<file path="config.mk">
export PLATFORM = sky130hd
export DESIGN_NAME = epr_trig_round
export DESIGN_NICKNAME = d
export VERILOG_FILES = /design/src/hw/rtl/epr_pkg.sv /design/src/hw/rtl/epr_trig_round.sv
export SDC_FILE = /design/constraint.sdc
export NUM_CORES = 1
export LEC_CHECK = 0
export BUFFER_PORTS_ARGS = -buffer_cell sky130_fd_sc_hd__buf_4
export CORE_MARGIN = 10
export CORE_UTILIZATION = 51
export CTS_BUF_LIST = sky130_fd_sc_hd__clkbuf_16
export DETAILED_ROUTE_END_ITERATION = 10
export PLACE_DENSITY = 0.88
export SYNTH_ARGS = -nofsm -noshare
export SYNTH_HDL_FRONTEND = slang
export SYNTH_SLANG_ARGS = --single-unit
</file>
<file path="constraint.sdc">
create_clock -name clk -period 4.8 [get_ports clk]
set_input_delay 0.72 -clock clk [delete_from_list [all_inputs] [get_ports clk]]
set_output_delay 0.72 -clock clk [all_outputs]
set_load 0.05 [all_outputs]
</file>
<file path="src/hw/rtl/epr_pkg.sv">
// Shared types, constants and the arctangent table for the Euler point rotation unit.
package epr_pkg;

  localparam int CORDIC_N = 30;
  localparam int CW       = 34;

  // Angles in Q16.16 degrees.
  localparam logic [33:0] FULL_DEG    = 34'd23592960;
  localparam logic [33:0] HALF_DEG    = 34'd11796480;
  localparam logic [33:0] ANG_OFFSET  = 34'd2170552320;
  localparam logic signed [25:0] QUARTER_DEG = 26'sd5898240;
  localparam logic signed [25:0] HALF_DEG_S  = 26'sd11796480;
  localparam logic signed [25:0] FULL_DEG_S  = 26'sd23592960;

  // Degrees to Q2.30 radians scale, split into two halves of a 2^44 constant.
  localparam logic signed [21:0] D2R_HI = 22'sd292817;
  localparam logic signed [21:0] D2R_LO = 22'sd690507;

  localparam logic signed [CW-1:0] GAIN_Q30 = 34'sd652032874;

  localparam int AXIS_X = 0;
  localparam int AXIS_Y = 1;
  localparam int AXIS_Z = 2;

  typedef struct packed {
    logic signed [CW-1:0] x;
    logic signed [CW-1:0] y;
    logic signed [CW-1:0] z;
    logic                 neg;
    logic                 zero;
  } cordic_t;

  typedef struct packed {
    logic signed [31:0] px;
    logic signed [31:0] py;
    logic signed [31:0] pz;
  } point_t;

  function automatic logic signed [CW-1:0] atan_q30(input int idx);
    logic signed [CW-1:0] r;
    begin
      case (idx)
        0: r = 34'sd843314857;
        1: r = 34'sd497837829;
        2: r = 34'sd263043837;
        3: r = 34'sd133525159;
        4: r = 34'sd67021687;
        5: r = 34'sd33543516;
        6: r = 34'sd16775851;
        7: r = 34'sd8388437;
        8: r = 34'sd4194283;
        9: r = 34'sd2097149;
        default: r = 34'sd1 <<< (30 - idx);
      endcase
      return r;
    end
  endfunction

endpackage

</file>
<file path="src/hw/rtl/epr_trig_round.sv">
// Sign restore, rounding and clamping of the CORDIC cosine and sine.
module epr_trig_round #(
  parameter int F = 15
) (
  input  logic                clk,
  input  logic                en,
  input  epr_pkg::cordic_t    d_i,
  output logic signed [F+1:0] c_o,
  output logic signed [F+1:0] s_o,
  output logic                zero_o
);

  localparam int SH = 30 - F;
  localparam logic signed [35:0] ONE = 36'sd1 <<< F;

  logic signed [35:0] xn, yn, xr, yr, xc, yc;

  assign xn = d_i.neg ? -36'(d_i.x) : 36'(d_i.x);
  assign yn = d_i.neg ? -36'(d_i.y) : 36'(d_i.y);

  if (SH == 0) begin : g_nornd
    assign xr = xn;
    assign yr = yn;
  end else begin : g_rnd
    assign xr = (xn + (36'sd1 <<< (SH - 1))) >>> SH;
    assign yr = (yn + (36'sd1 <<< (SH - 1))) >>> SH;
  end

  assign xc = (xr > ONE) ? ONE : ((xr < -ONE) ? -ONE : xr);
  assign yc = (yr > ONE) ? ONE : ((yr < -ONE) ? -ONE : yr);

  always_ff @(posedge clk) begin
    if (en) begin
      c_o    <= xc[F+1:0];
      s_o    <= yc[F+1:0];
      zero_o <= d_i.zero;
    end
  end

endmodule

</file>
==> Yosys cells after proc, flatten, opt, wreduce, memory -nomap -nowiden <==
Cells that the tools add are included.
{ "word_totals": {"reg_bits": 35, "in_bits": 106, "out_inout_bits": 35, "word_cells": 19} }
{ "classes": {"n_addsub": 4, "n_lt_le_gt_ge": 4, "n_mux": 4, "n_reduce_logical": 2} }
{ "ops": {"columns": ["op", "n"], "rows": [
  ["$add A36 B16 Y36 const B", 2],
  ["$mux W36", 2],
  ["$neg A34 Y36", 2],
  ["$gt A21 B17 Y1 const B", 2],
  ["$lt A21 B16 Y1 const B", 2],
  ["$mux W17", 2],
  ["$reduce_or A2 Y1", 2]
]} }

==> Logic depth before layout (Yosys ltp) <==
{ "depth": {"word_depth": 5, "mapped_depth": 18, "ltp_nobuf": 14} }

==> Worst setup path after synthesis <==
Ideal clock, no wire load.
{ "synth_timing": {"kind": "in2reg", "from": "input d_i[74] (netlist name)", "to": "register c_o[10] (data pin)", "setup_time_ns": 0.255, "arrival_time_ns": 4.234, "t_required_ns": 4.545, "setup_slack_ns": 0.311, "cell_stages": 15, "path_buffers": 2, "path_cell_list": "or4_4 -> or4_2 -> o21ai_0 -> xnor2_1 -> ha_1 -> and3_1 -> mux2i_1 -> a22oi_1 -> and2_1 -> clkbuf_1 -> nand2_1 -> xor2_1 -> a22oi_4 -> buf_12 -> nor2_2"} }
{ "synth_via": {"elab_chain_cells": 5, "elab_cells_between_ends": 6, "classes_between": "2 x add/sub; 2 x order compare; 1 x mux; 1 x reduce/logical"} }
{ "synth_rtl": {"columns": ["item", "line_no", "rtl"], "rows": [
  ["from (decl)", "epr_trig_round.sv:7", "input epr_pkg::cordic_t d_i,"],
  ["$neg A34 Y36", "epr_trig_round.sv:18", "assign xn = d_i.neg ? -36'(d_i.x) : 36'(d_i.x);"],
  ["$mux W36 *", "epr_trig_round.sv:18", null],
  ["$add A36 B16 Y36 *", "epr_trig_round.sv:25", "assign xr = (xn + (36'sd1 <<< (SH - 1))) >>> SH;"],
  ["$gt A21 B17 Y1 / $lt A21 B16 Y1 (equally long branches)", "epr_trig_round.sv:29", "assign xc = (xr > ONE) ? ONE : ((xr < -ONE) ? -ONE : xr);"],
  ["$reduce_or A2 Y1 (no line)", null, null],
  ["to (signal assigned)", "epr_trig_round.sv:34", "c_o <= xc[F+1:0];"],
  ["to (decl)", "epr_trig_round.sv:8", "output logic signed [F+1:0] c_o,"]
]} }
Every way passes the cells marked *; elsewhere a longest branch is shown, timed or not.
A chain may end at the register's enable or synchronous reset.

==> Worst setup path in the final report <==
{ "layout_timing": {"from": "input d_i[74] (netlist name)", "to": "register c_o[1] (data pin)"} }
Same word-level chain as after synthesis.

==> impl_results.md <==
- Routed wire length: 10320 µm
- Pwr Total: 0.001054 W
- Pleak: 1.778 nW
- Core area: 0.007214 mm²
- IO Count: 141
- Post-CTS setup buffers: 0
- Nets: between 600 and 700
- Crit path buf inv count: 2
- Via count: 3768
- Drc violations: 0
- Clock-pin slew on the worst setup and hold paths: 50 ps
- Pre-Repair DR Iteration Count: 5
- Combinational Power Share: 0.366
- Max Transition Viols Final: 0
- Setup Crit Path Kind: in -> reg
- Sw Pwr: around 0.00036 W
- Max clock buf depth: 2
- RSZ-0062 raised after global routing: no
- DRT iter0 DRCs: between 300 and 400
- Area share of the largest cell type after synthesis: 0.2800
- Most frequent cells in the layout: buf_4 (113), xnor2_1 (41), nand2_1 (36)
- Area growth, synth to finish: 25.63%
- Syn Area/Cell: 8.379 µm²
- Initial antenna violation count: 0
- Post-synth EDFFs: 35
- Power share of the clock group: 0.282
- Tmin final: around 4500 ps
- Pre-CTS WS: roughly 24 ps
- Routed Antenna Nets: 0
- Synthesized area: 0.003754 mm²
- Final Hold Vio Count: 0
- Post-Synth Adder-Cell Area: 0.006667
- Mux contribution to synthesized area: 0.02567
- CTS H-tree depth: 2
- Setup crit start: d_i[74]
- Leading area contributor after synthesis: edfxtp_1
- CP peak stage delay: 740 ps
- Die W: 105.8 µm
- Max Fclk: 221.4 MHz
- FFs w/ async S/R, synth: 0
- Hold path start: d_i[0]
- Synth Area in Simple Gates: 0.2753
- Cell count after synthesis: 448
- Power Dens Cells: between 200 and 250 mW/mm²
- Initial Utilization: 0.5203
- GRT overflow: 0
- First-pass GRT wire length: between 15000 and 20000 µm
- Largest net degree at the start of global routing: 60
- Library cells used by synthesis: 72
- Syn_nets: between 500 and 600
- Worst Hold Class: in -> reg
- Total CTS buffers: 5
- Commonest non-fill, non-tap cell in the layout: buf_4
- Critical Path End Type: flop
- Chip height: 105.8 µm
- Post-synthesis xor/xnor area fraction: 0.1470
- Avg Vias per Cell: 5.934
- Synth warn: 0
- Critical Path Source Type: input pin
- Register bit total from synthesis: 35
- Placed Area: 0.004574 mm²
- # setup viols final: 0
- Rows: 31
- Fraction of layout cells with a size suffix above 1: 0.2910
- Worst-path cell chain: buf_4 -> or4_4 -> or4_2 -> o21ai_0 -> xnor2_1 -> ha_1 -> and3_1 -> nand2_1 -> a22oi_1 -> and2_1 -> nand3_1 -> a211oi_2 -> a22oi_4 -> buf_12 -> nor2_1
- Ant. Diodes: 0
- Top post-synthesis cells by area: edfxtp_1 (28%), xnor2_1 (9.6%), xor2_1 (5.1%)
- Ys flop type: edfxtp_1
- Clock sinks: 35
- Status: completed
- Drt wl/cell: 16.25 µm
- Setup total negative slack: 0 ps
- Max rail drop VDD: 0.1349 mV
- CP Data Arrival Time: 4640 ps
- PortBufs: around 110
- Placer Congestion: 0.8811
- Post-synthesis sequential area ratio: 0.2800
- Main combinational cell family by area after synthesis: simple AND/OR/NAND/NOR gates
- Fin worst setup slack: 283.4 ps
- Total GRT Usage: 0.1755
- Die ar.: roughly 0.011 mm²
- Design Area, Final: 0.004716 mm²
- Max-Cap Viols: 0
- Register share of total power: 0.352
- CP max-delay cell: or4_2
- Switching part of the total: 0.3386
- Slew @ Worst Pin: 638.6 ps
- Fraction of the mapped netlist area in compound gates: 0.2097
- Int Pwr: between 0.0006 and 0.0007 W
- Crit path max-delay family: simple AND/OR/NAND/NOR gates
- Tcrit/Tclk final: 0.9410
- Number of global-route vias before repair: 3589
- TritonCTS clock tree: done
- Post-DP HPWL: 8163 µm
- Critical path fanouts, max: 15
- Worst endpoint required time: 4920 ps
- CTS root buf: clkbuf_16
- Worst relative slew slack: 0.5703
==> metrics by stage <==
step,cells,util,hold slack (ps)
2_1_floorplan,448,-,818.9
3_3_place_gp,628,0.6341,902.5
3_5_place_dp,628,0.6341,901.0
4_1_cts,635,0.6526,621.8
5_1_grt,635,0.6537,619.0
6_report,635,0.6537,623.4
==> synth_stat cells, drive strengths merged, types with 5 or more instances <==
cell    instances
nor2           32
buf            13
a21oi          27
a31oi           5
a211oi          5
nand3          18
o31ai          12
or4            15
o211ai          6
or3             9
nand2          36
mux2i           7
o21ai          26
edfxtp         35
clkbuf         20
nor3           17
and3            5
xnor2          41
a22oi           5
inv            10
xor2           22
nor4           12
nand4          10
==> layout make-up <==
class,count,area [µm²]
fillers,615,2499
clock buffers,5,125.1
well taps,99,123.9
clock inverters,2,8.758
inverters,10,37.54
repair buffers,114,868.3
flip-flops and latches,35,1051
multi-input cells,370,2501
==> cells by family after synthesis <==
group                      Yosys count
AOI/OAI and AO/OA                  115
xor gates and xnor gates            63
adders and majority gates            2
buffers and inverters               43
DFF                                 35
muxes                                9
and+or+nand+nor                    181
==> final timing paths <==
path | to | depth (start not counted)
min | zero_o | 1
max | c_o[1] | 15
==> per-layer routing <==
metal / part of all wire / global-route usage / up-vias
met4: 0.014 / 0.04932 / 0
met2: 0.47 / 0.2920 / 163
met5: 0 / 0 / -
li1: - / - / 1855
met3: 0.089 / 0.04324 / 16
met1: 0.43 / 0.2201 / 1734
==> sequential cells by signal, summed over array words and instances (netlist names) <==
signal and count:
zero_o 1, s_o 17, c_o 17
==> power groups by stage <==
stage | logic [W] | registers [W] | clock network [W]
2_1_floorplan | 0.000163 | 0.000464 | 0
4_1_cts | 0.000384 | 0.000372 | 0.000297
6_report | 0.000386 | 0.000371 | 0.000297
3_3_place_gp | 0.000374 | 0.000376 | 0
5_1_grt | 0.000415 | 0.000374 | 0.000307
3_5_place_dp | 0.000383 | 0.000377 | 0
==> timing repair <==
| action | in CTS | in global routing |
|---|---|---|
| resized for setup | 0 | 1 |
| hold buffers | 0 | 0 |
| hold endpoints to repair | 0 | 0 |
| setup endpoints to repair | 0 | 1 |
Note: power is estimated with default switching activity, not from simulation.
