## src/hw/rtl/epr_pkg.sv

```systemverilog
// Shared types, constants and the arctangent table for the Euler point rotation unit.
package epr_pkg;

  localparam int CORDIC_N = 30;
  localparam int CW       = 34;

  // Angles in Q16.16 degrees.
  localparam logic [33:0] FULL_DEG    = 34'd23592960;
  localparam logic [33:0] HALF_DEG    = 34'd11796480;
  localparam logic [33:0] ANG_OFFSET  = 34'd2170552320;
  localparam logic signed [25:0] QUARTER_DEG = 26'sd5898240;
  localparam logic signed [25:0] HALF_DEG_S  = 26'sd11796480;
  localparam logic signed [25:0] FULL_DEG_S  = 26'sd23592960;

  // Degrees to Q2.30 radians scale, split into two halves of a 2^44 constant.
  localparam logic signed [21:0] D2R_HI = 22'sd292817;
  localparam logic signed [21:0] D2R_LO = 22'sd690507;

  localparam logic signed [CW-1:0] GAIN_Q30 = 34'sd652032874;

  localparam int AXIS_X = 0;
  localparam int AXIS_Y = 1;
  localparam int AXIS_Z = 2;

  typedef struct packed {
    logic signed [CW-1:0] x;
    logic signed [CW-1:0] y;
    logic signed [CW-1:0] z;
    logic                 neg;
    logic                 zero;
  } cordic_t;

  typedef struct packed {
    logic signed [31:0] px;
    logic signed [31:0] py;
    logic signed [31:0] pz;
  } point_t;

  function automatic logic signed [CW-1:0] atan_q30(input int idx);
    logic signed [CW-1:0] r;
    begin
      case (idx)
        0: r = 34'sd843314857;
        1: r = 34'sd497837829;
        2: r = 34'sd263043837;
        3: r = 34'sd133525159;
        4: r = 34'sd67021687;
        5: r = 34'sd33543516;
        6: r = 34'sd16775851;
        7: r = 34'sd8388437;
        8: r = 34'sd4194283;
        9: r = 34'sd2097149;
        default: r = 34'sd1 <<< (30 - idx);
      endcase
      return r;
    end
  endfunction

endpackage

```

## src/hw/rtl/epr_cordic_cell.sv

```systemverilog
// One rotation-mode CORDIC iteration with its output register.
module epr_cordic_cell #(
  parameter int IDX = 0
) (
  input  logic             clk,
  input  logic             en,
  input  epr_pkg::cordic_t d_i,
  output epr_pkg::cordic_t d_o
);

  localparam logic signed [epr_pkg::CW-1:0] ATAN = epr_pkg::atan_q30(IDX);

  always_ff @(posedge clk) begin
    if (en) begin
      if (d_i.z >= 0) begin
        d_o.x <= d_i.x - (d_i.y >>> IDX);
        d_o.y <= d_i.y + (d_i.x >>> IDX);
        d_o.z <= d_i.z - ATAN;
      end else begin
        d_o.x <= d_i.x + (d_i.y >>> IDX);
        d_o.y <= d_i.y - (d_i.x >>> IDX);
        d_o.z <= d_i.z + ATAN;
      end
      d_o.neg  <= d_i.neg;
      d_o.zero <= d_i.zero;
    end
  end

endmodule

```

## config.mk

```make
export PLATFORM = sky130hd
export DESIGN_NAME = epr_cordic_cell
export DESIGN_NICKNAME = d
export VERILOG_FILES = /design/src/hw/rtl/epr_pkg.sv /design/src/hw/rtl/epr_cordic_cell.sv
export SDC_FILE = /design/constraint.sdc
export NUM_CORES = 1
export LEC_CHECK = 0
export BUFFER_PORTS_ARGS = -buffer_cell sky130_fd_sc_hd__buf_2
export CORE_ASPECT_RATIO = 2
export CORE_MARGIN = 2
export CORE_UTILIZATION = 52
export DETAILED_ROUTE_END_ITERATION = 10
export HOLD_SLACK_MARGIN = 0.15
export MAX_ROUTING_LAYER = met4
export PLACE_DENSITY = 0.75
export RECOVER_POWER = 25
export SYNTH_ARGS = -nofsm -noshare
export SYNTH_HDL_FRONTEND = slang
export SYNTH_SLANG_ARGS = --single-unit
```

## constraint.sdc

```tcl
create_clock -name clk -period 4.3 [get_ports clk]
set_input_delay 0.645 -clock clk [delete_from_list [all_inputs] [get_ports clk]]
set_output_delay 0.645 -clock clk [all_outputs]
set_load 0.1 [all_outputs]
```

# After elaboration in Yosys (flattened, before gate mapping)
# Cells that the tools add are included.
[totals] register_bits=104 input_bits=106 elab_cells=12
[classes] add_sub_neg=5 n_lt_le_gt_ge=1 mux=1
[ops] op="$mux 102" count=1
[ops] op="$sub 34x34->34" count=2
[ops] op="$add 34x31->34 const B" count=1
[ops] op="$add 34x34->34" count=1
[ops] op="$ge 34x1->1 const B" count=1
[ops] op="$sub 34x31->34 const B" count=1

# Longest topological paths before layout
[depth] ltp_word=2 depth_mapped=21

# Worst setup path before layout
# No wires, ideal clock.
[synth_path] path_type="input -> register" startpoint="input port d_i[35] in the netlist's numbering" endpoint="register d_o[20] in the netlist's numbering (data pin)" arrival_ns=4.341 required_ns=4.040 path_slack_ns=-0.301 path_stages=19 n_path_buf=3 cell_sequence="inv_1 -> ha_1 -> nor4b_1 -> nand4_1 -> nor3_1 -> nand2b_1 -> buf_2 -> buf_2 -> buf_1 -> ha_1 -> nor2b_1 -> o21a_1 -> o211ai_1 -> a211oi_1 -> or2_2 -> a31oi_1 -> o21bai_1 -> a21oi_1 -> xnor2_1"
[synth_via] elab_chain_cells=2
[synth_rtl] item="start, declared" line="epr_cordic_cell.sv:7" text="input epr_pkg::cordic_t d_i,"
[synth_rtl] item="$ge 34x1->1" line="epr_cordic_cell.sv:15" text="if (d_i.z >= 0) begin"
[synth_rtl] item="$mux 102" line="epr_cordic_cell.sv:15"
[synth_rtl] item="end, declared" line="epr_cordic_cell.sv:8" text="output epr_pkg::cordic_t d_o"
# Every way passes these cells.
# A chain may end at the register's enable or synchronous reset.

# Worst setup path in the final report
[layout_path] startpoint="input port d_i[35] in the netlist's numbering" endpoint="register d_o[34] in the netlist's numbering (data pin)"
# The elaborated chain is that of the path after synthesis.

==> summary.txt <==
Logic synthesis
  • Cell count after synthesis: around 1.2k
  • Synth top area cells: sky130_fd_sc_hd__edfxtp_1 (29%), sky130_fd_sc_hd__ha_1 (15%), sky130_fd_sc_hd__a21oi_1 (7.7%), sky130_fd_sc_hd__xnor2_1 (6.4%), sky130_fd_sc_hd__inv_1 (4.2%)
  • Dominant synthesized flop cell: sky130_fd_sc_hd__edfxtp_1
  • Mean Syn Cell Area: approximately 8.6 sq um
  • Most numerous cell in the Yosys netlist: sky130_fd_sc_hd__a21oi_1
  • Number of warnings printed during yosys synthesis: 0
  • Sequential element share of the synthesized area: 28.95%
  • Cell type with the highest aggregate area in the netlist: sky130_fd_sc_hd__edfxtp_1
  • Fraction of registers with async set/reset: 0%
  • Seq cells post-synth: approximately 100
  • Syn Nets: 1488
  • Ranking of synthesized cells by instance count: sky130_fd_sc_hd__a21oi_1 (165), sky130_fd_sc_hd__ha_1 (132), sky130_fd_sc_hd__inv_1 (119), sky130_fd_sc_hd__edfxtp_1 (103), sky130_fd_sc_hd__nor2_1 (93)
  • EDFF count, synth: slightly above 100
  • Synth Cell Area: approximately 11000 sq um
  • Yosys top cell area share: between 20 and 30%
  • Post-synth cell types: 84

Die
  • Die outline height: approximately 210 um
  • Floorplan core area: between 20000 and 25000 sq um
  • Die area: around 22000 sq um
  • Row count: 74
  • Initial core utilization: between 50% and 60%
  • X dimension of the die: 105.4 um
  • Count of pins on the block boundary: 210

CTS
  • Root buffer selected by CTS: sky130_fd_sc_hd__clkbuf_16
  • Clk sinks: 103
  • Inserted Clock Buffers: 9
  • CTS tree: built
  • Max H-tree Level: 3
  • Max clock buf depth: 2
  • Clock edge transition at the registers on the reported setup and hold paths: roughly 0.080 ns
  • CTS Hold Buffers Added: 0

Detailed routing
  • Drt first-iter violations: 505
  • Residual DRC: 0
  • Routed length per instance: approximately 20 um
  • Wire length reported by the detailed router: between 30000 and 40000 um
  • Count of TritonRoute iterations in the first routing pass: 7
  • Post-detailed-route count of antenna-violating nets: 0
  • Number of vias in the routed layout: about 10k
  • Mean number of vias per cell: just under 6

STA
  • Worst rel slew slack: -32.92%
  • Number of hold violations in the final report: 0
  • Actual slew at the worst max-slew pin: 1.994 ns
  • Final setup violation count: 0
  • Tmin final: 4.039 ns
  • Min setup slack post-route: about 0.26 ns
  • Pins Over Slew Limit: 77
  • Fmax: approximately 250 MHz
  • Total Neg Setup Slack: 0 ns
  • Final period util: between 90% and 100%

Finish
  • Area growth, synth to finish: 20.87%
  • Fraction of layout instances using a drive strength above 1: a little under a quarter
  • Number of nets in the finished design: 1759
  • Number of flip-flops in the largest register: 103
  • Leading registers by flop count: d_o x103
  • Largest Register: d_o
  • Cell Count, Final, Fillers Out: about 1.8k

Place
  • Global placer's final weighted congestion: 1.010
  • HPWL after detailed placement: 29690 um
  • Worst setup slack before clock tree synthesis: -0.09435 ns
  • Input/output buffers: 209
  • Cell count after placement: approximately 1.8k

GRT
  • Antenna violations before repair: 1
  • Total congestion overflow: 0
  • First-pass GRT wire length: between 50000 and 60000 um
  • Total global routing track utilization: between 30% and 40%
  • Largest net degree at the start of global routing: between 70 and 80
  • Vias in the first global route: 10.78k

Power
  • Static leakage power: between 5 and 6 nW
  • Max VDD drop: approximately 300 uV
  • Pwr per Cell Area: 392.3 nW/um^2

Worst setup path
  • Kind of cell with the highest combined delay on the critical path: compound AO/OA/AOI/OAI gates
  • Worst Setup Path Type: primary input to register
  • Number of stages on the worst setup path: 18
  • Peak per-stage delay on the critical path: 0.52 ns
  • Crit path DAT: approximately 4.2 ns
  • Required time reported for the critical path endpoint: 4.43 ns
  • Worst-path fanout max: 9
  • Endpoint class of the critical path: register
  • Slowest-stage cell, CP: sky130_fd_sc_hd__o211ai_1
  • Startpoint type of the worst setup path: primary input
  • List of cells traversed by the critical path: buf_2, inv_1, ha_1, nor4b_1, nand4_1, nor3_1, nand2b_2, inv_2, ha_1, a21o_1, a21o_1, a211oi_1, o21bai_1, o211ai_1, a21oi_1, o221ai_1, nand3_1, o311a_1
  • Buffering stage count on the worst path with inverters included: 3

Run status
  • Run status: finished, violations left
  • Failing checks: max-capacitance violations, max-slew violations

Min path
  • Instance count along the most critical hold path: 1
  • Worst hold path type: primary input to register

Flow run
  • Number of violations of the max-capacitance limit: 1
## placed cells by master (no fill, tap or decap), types with 8 or more instances in the layout
cell / count
sky130_fd_sc_hd__a211oi_1: 11
sky130_fd_sc_hd__nand2b_1: 17
sky130_fd_sc_hd__o21ai_0: 76
sky130_fd_sc_hd__edfxtp_1: 103
sky130_fd_sc_hd__nor2b_1: 11
sky130_fd_sc_hd__nor3_1: 21
sky130_fd_sc_hd__inv_1: 118
sky130_fd_sc_hd__xor2_1: 14
sky130_fd_sc_hd__xnor2_1: 78
sky130_fd_sc_hd__ha_1: 132
sky130_fd_sc_hd__nand3_1: 24
sky130_fd_sc_hd__o211ai_1: 12
sky130_fd_sc_hd__o21a_1: 8
sky130_fd_sc_hd__o21bai_1: 29
sky130_fd_sc_hd__nor2_1: 93
sky130_fd_sc_hd__nand4_1: 18
sky130_fd_sc_hd__clkbuf_16: 9
sky130_fd_sc_hd__a31oi_1: 8
sky130_fd_sc_hd__nor4_1: 14
sky130_fd_sc_hd__buf_2: 206
sky130_fd_sc_hd__a21o_1: 31
sky130_fd_sc_hd__nand2_1: 68
sky130_fd_sc_hd__a21oi_1: 164
sky130_fd_sc_hd__buf_4: 98
sky130_fd_sc_hd__mux2i_1: 10
sky130_fd_sc_hd__or3_1: 8
## per-layer routing
| layer | GRT usage [%] | vias up | part of all wire (%) |
|---|---|---|---|
| li1 | - | 5059 | - |
| met1 | 29.14 | 4900 | 32 |
| met2 | 65.90 | 398 | 56 |
| met3 | 4.239 | 138 | 4.3 |
| met4 | 24.81 | 0 | 7.9 |
| met5 | - | - | 0 |
## logic make-up after synthesis
| family | synth area share (%) |
|---|---|
| compound gates | 25.96 |
| xor+xnor | 7.542 |
| fa+ha+maj | 16.21 |
| buf+inv | 6.371 |
| flops | 28.95 |
| mux | 0.9369 |
| simple gates | 14.03 |
## final cells by class
| class | instances | area (sq um) |
|---|---|---|
| tap | 266 | 332.8 |
| fill | 1890 | 7363 |
| clock inverter | 7 | 95.09 |
| multi-input combinational | 971 | 6917 |
| inverter | 125 | 469.2 |
| antenna | 1 | 2.502 |
| timing repair buffer | 307 | 1779 |
| clock buffer | 9 | 225.2 |
| sequential | 103 | 3093 |
## final timing paths
path,from,end,slack [ns]
max,d_i[35],d_o[34],0.26
min,d_i[0],d_o[0],0.43
## repair_timing
action | CTS | global route
resized for setup | 0 | 1
hold endpoints to repair | 0 | 0
endpoints found under the setup margin | 0 | 2
setup buffers | 0 | 0
## through the flow
step	total power (W)	utilization (%)	instance area, sq um	hold slack, ns
5_1_grt	0.005258	63.69	12910	0.4398
3_5_place_dp	0.004148	62.10	12590	0.8231
4_1_cts	0.005066	63.68	12910	0.4285
6_report	0.005067	63.69	12910	0.4322
2_1_floorplan	0.003502	-	10690	0.7439
3_3_place_gp	0.004133	62.10	12590	0.8229
## where the power goes
part	total (W)	internal [W]	switching, W
registers	0.00138	0.00133	0.0000470
clock network	0.000918	0.000471	0.000447
logic	0.00277	0.000672	0.00210
total	0.00507	0.00248	0.00259
No activity file was read; power rests on OpenSTA's default activity.
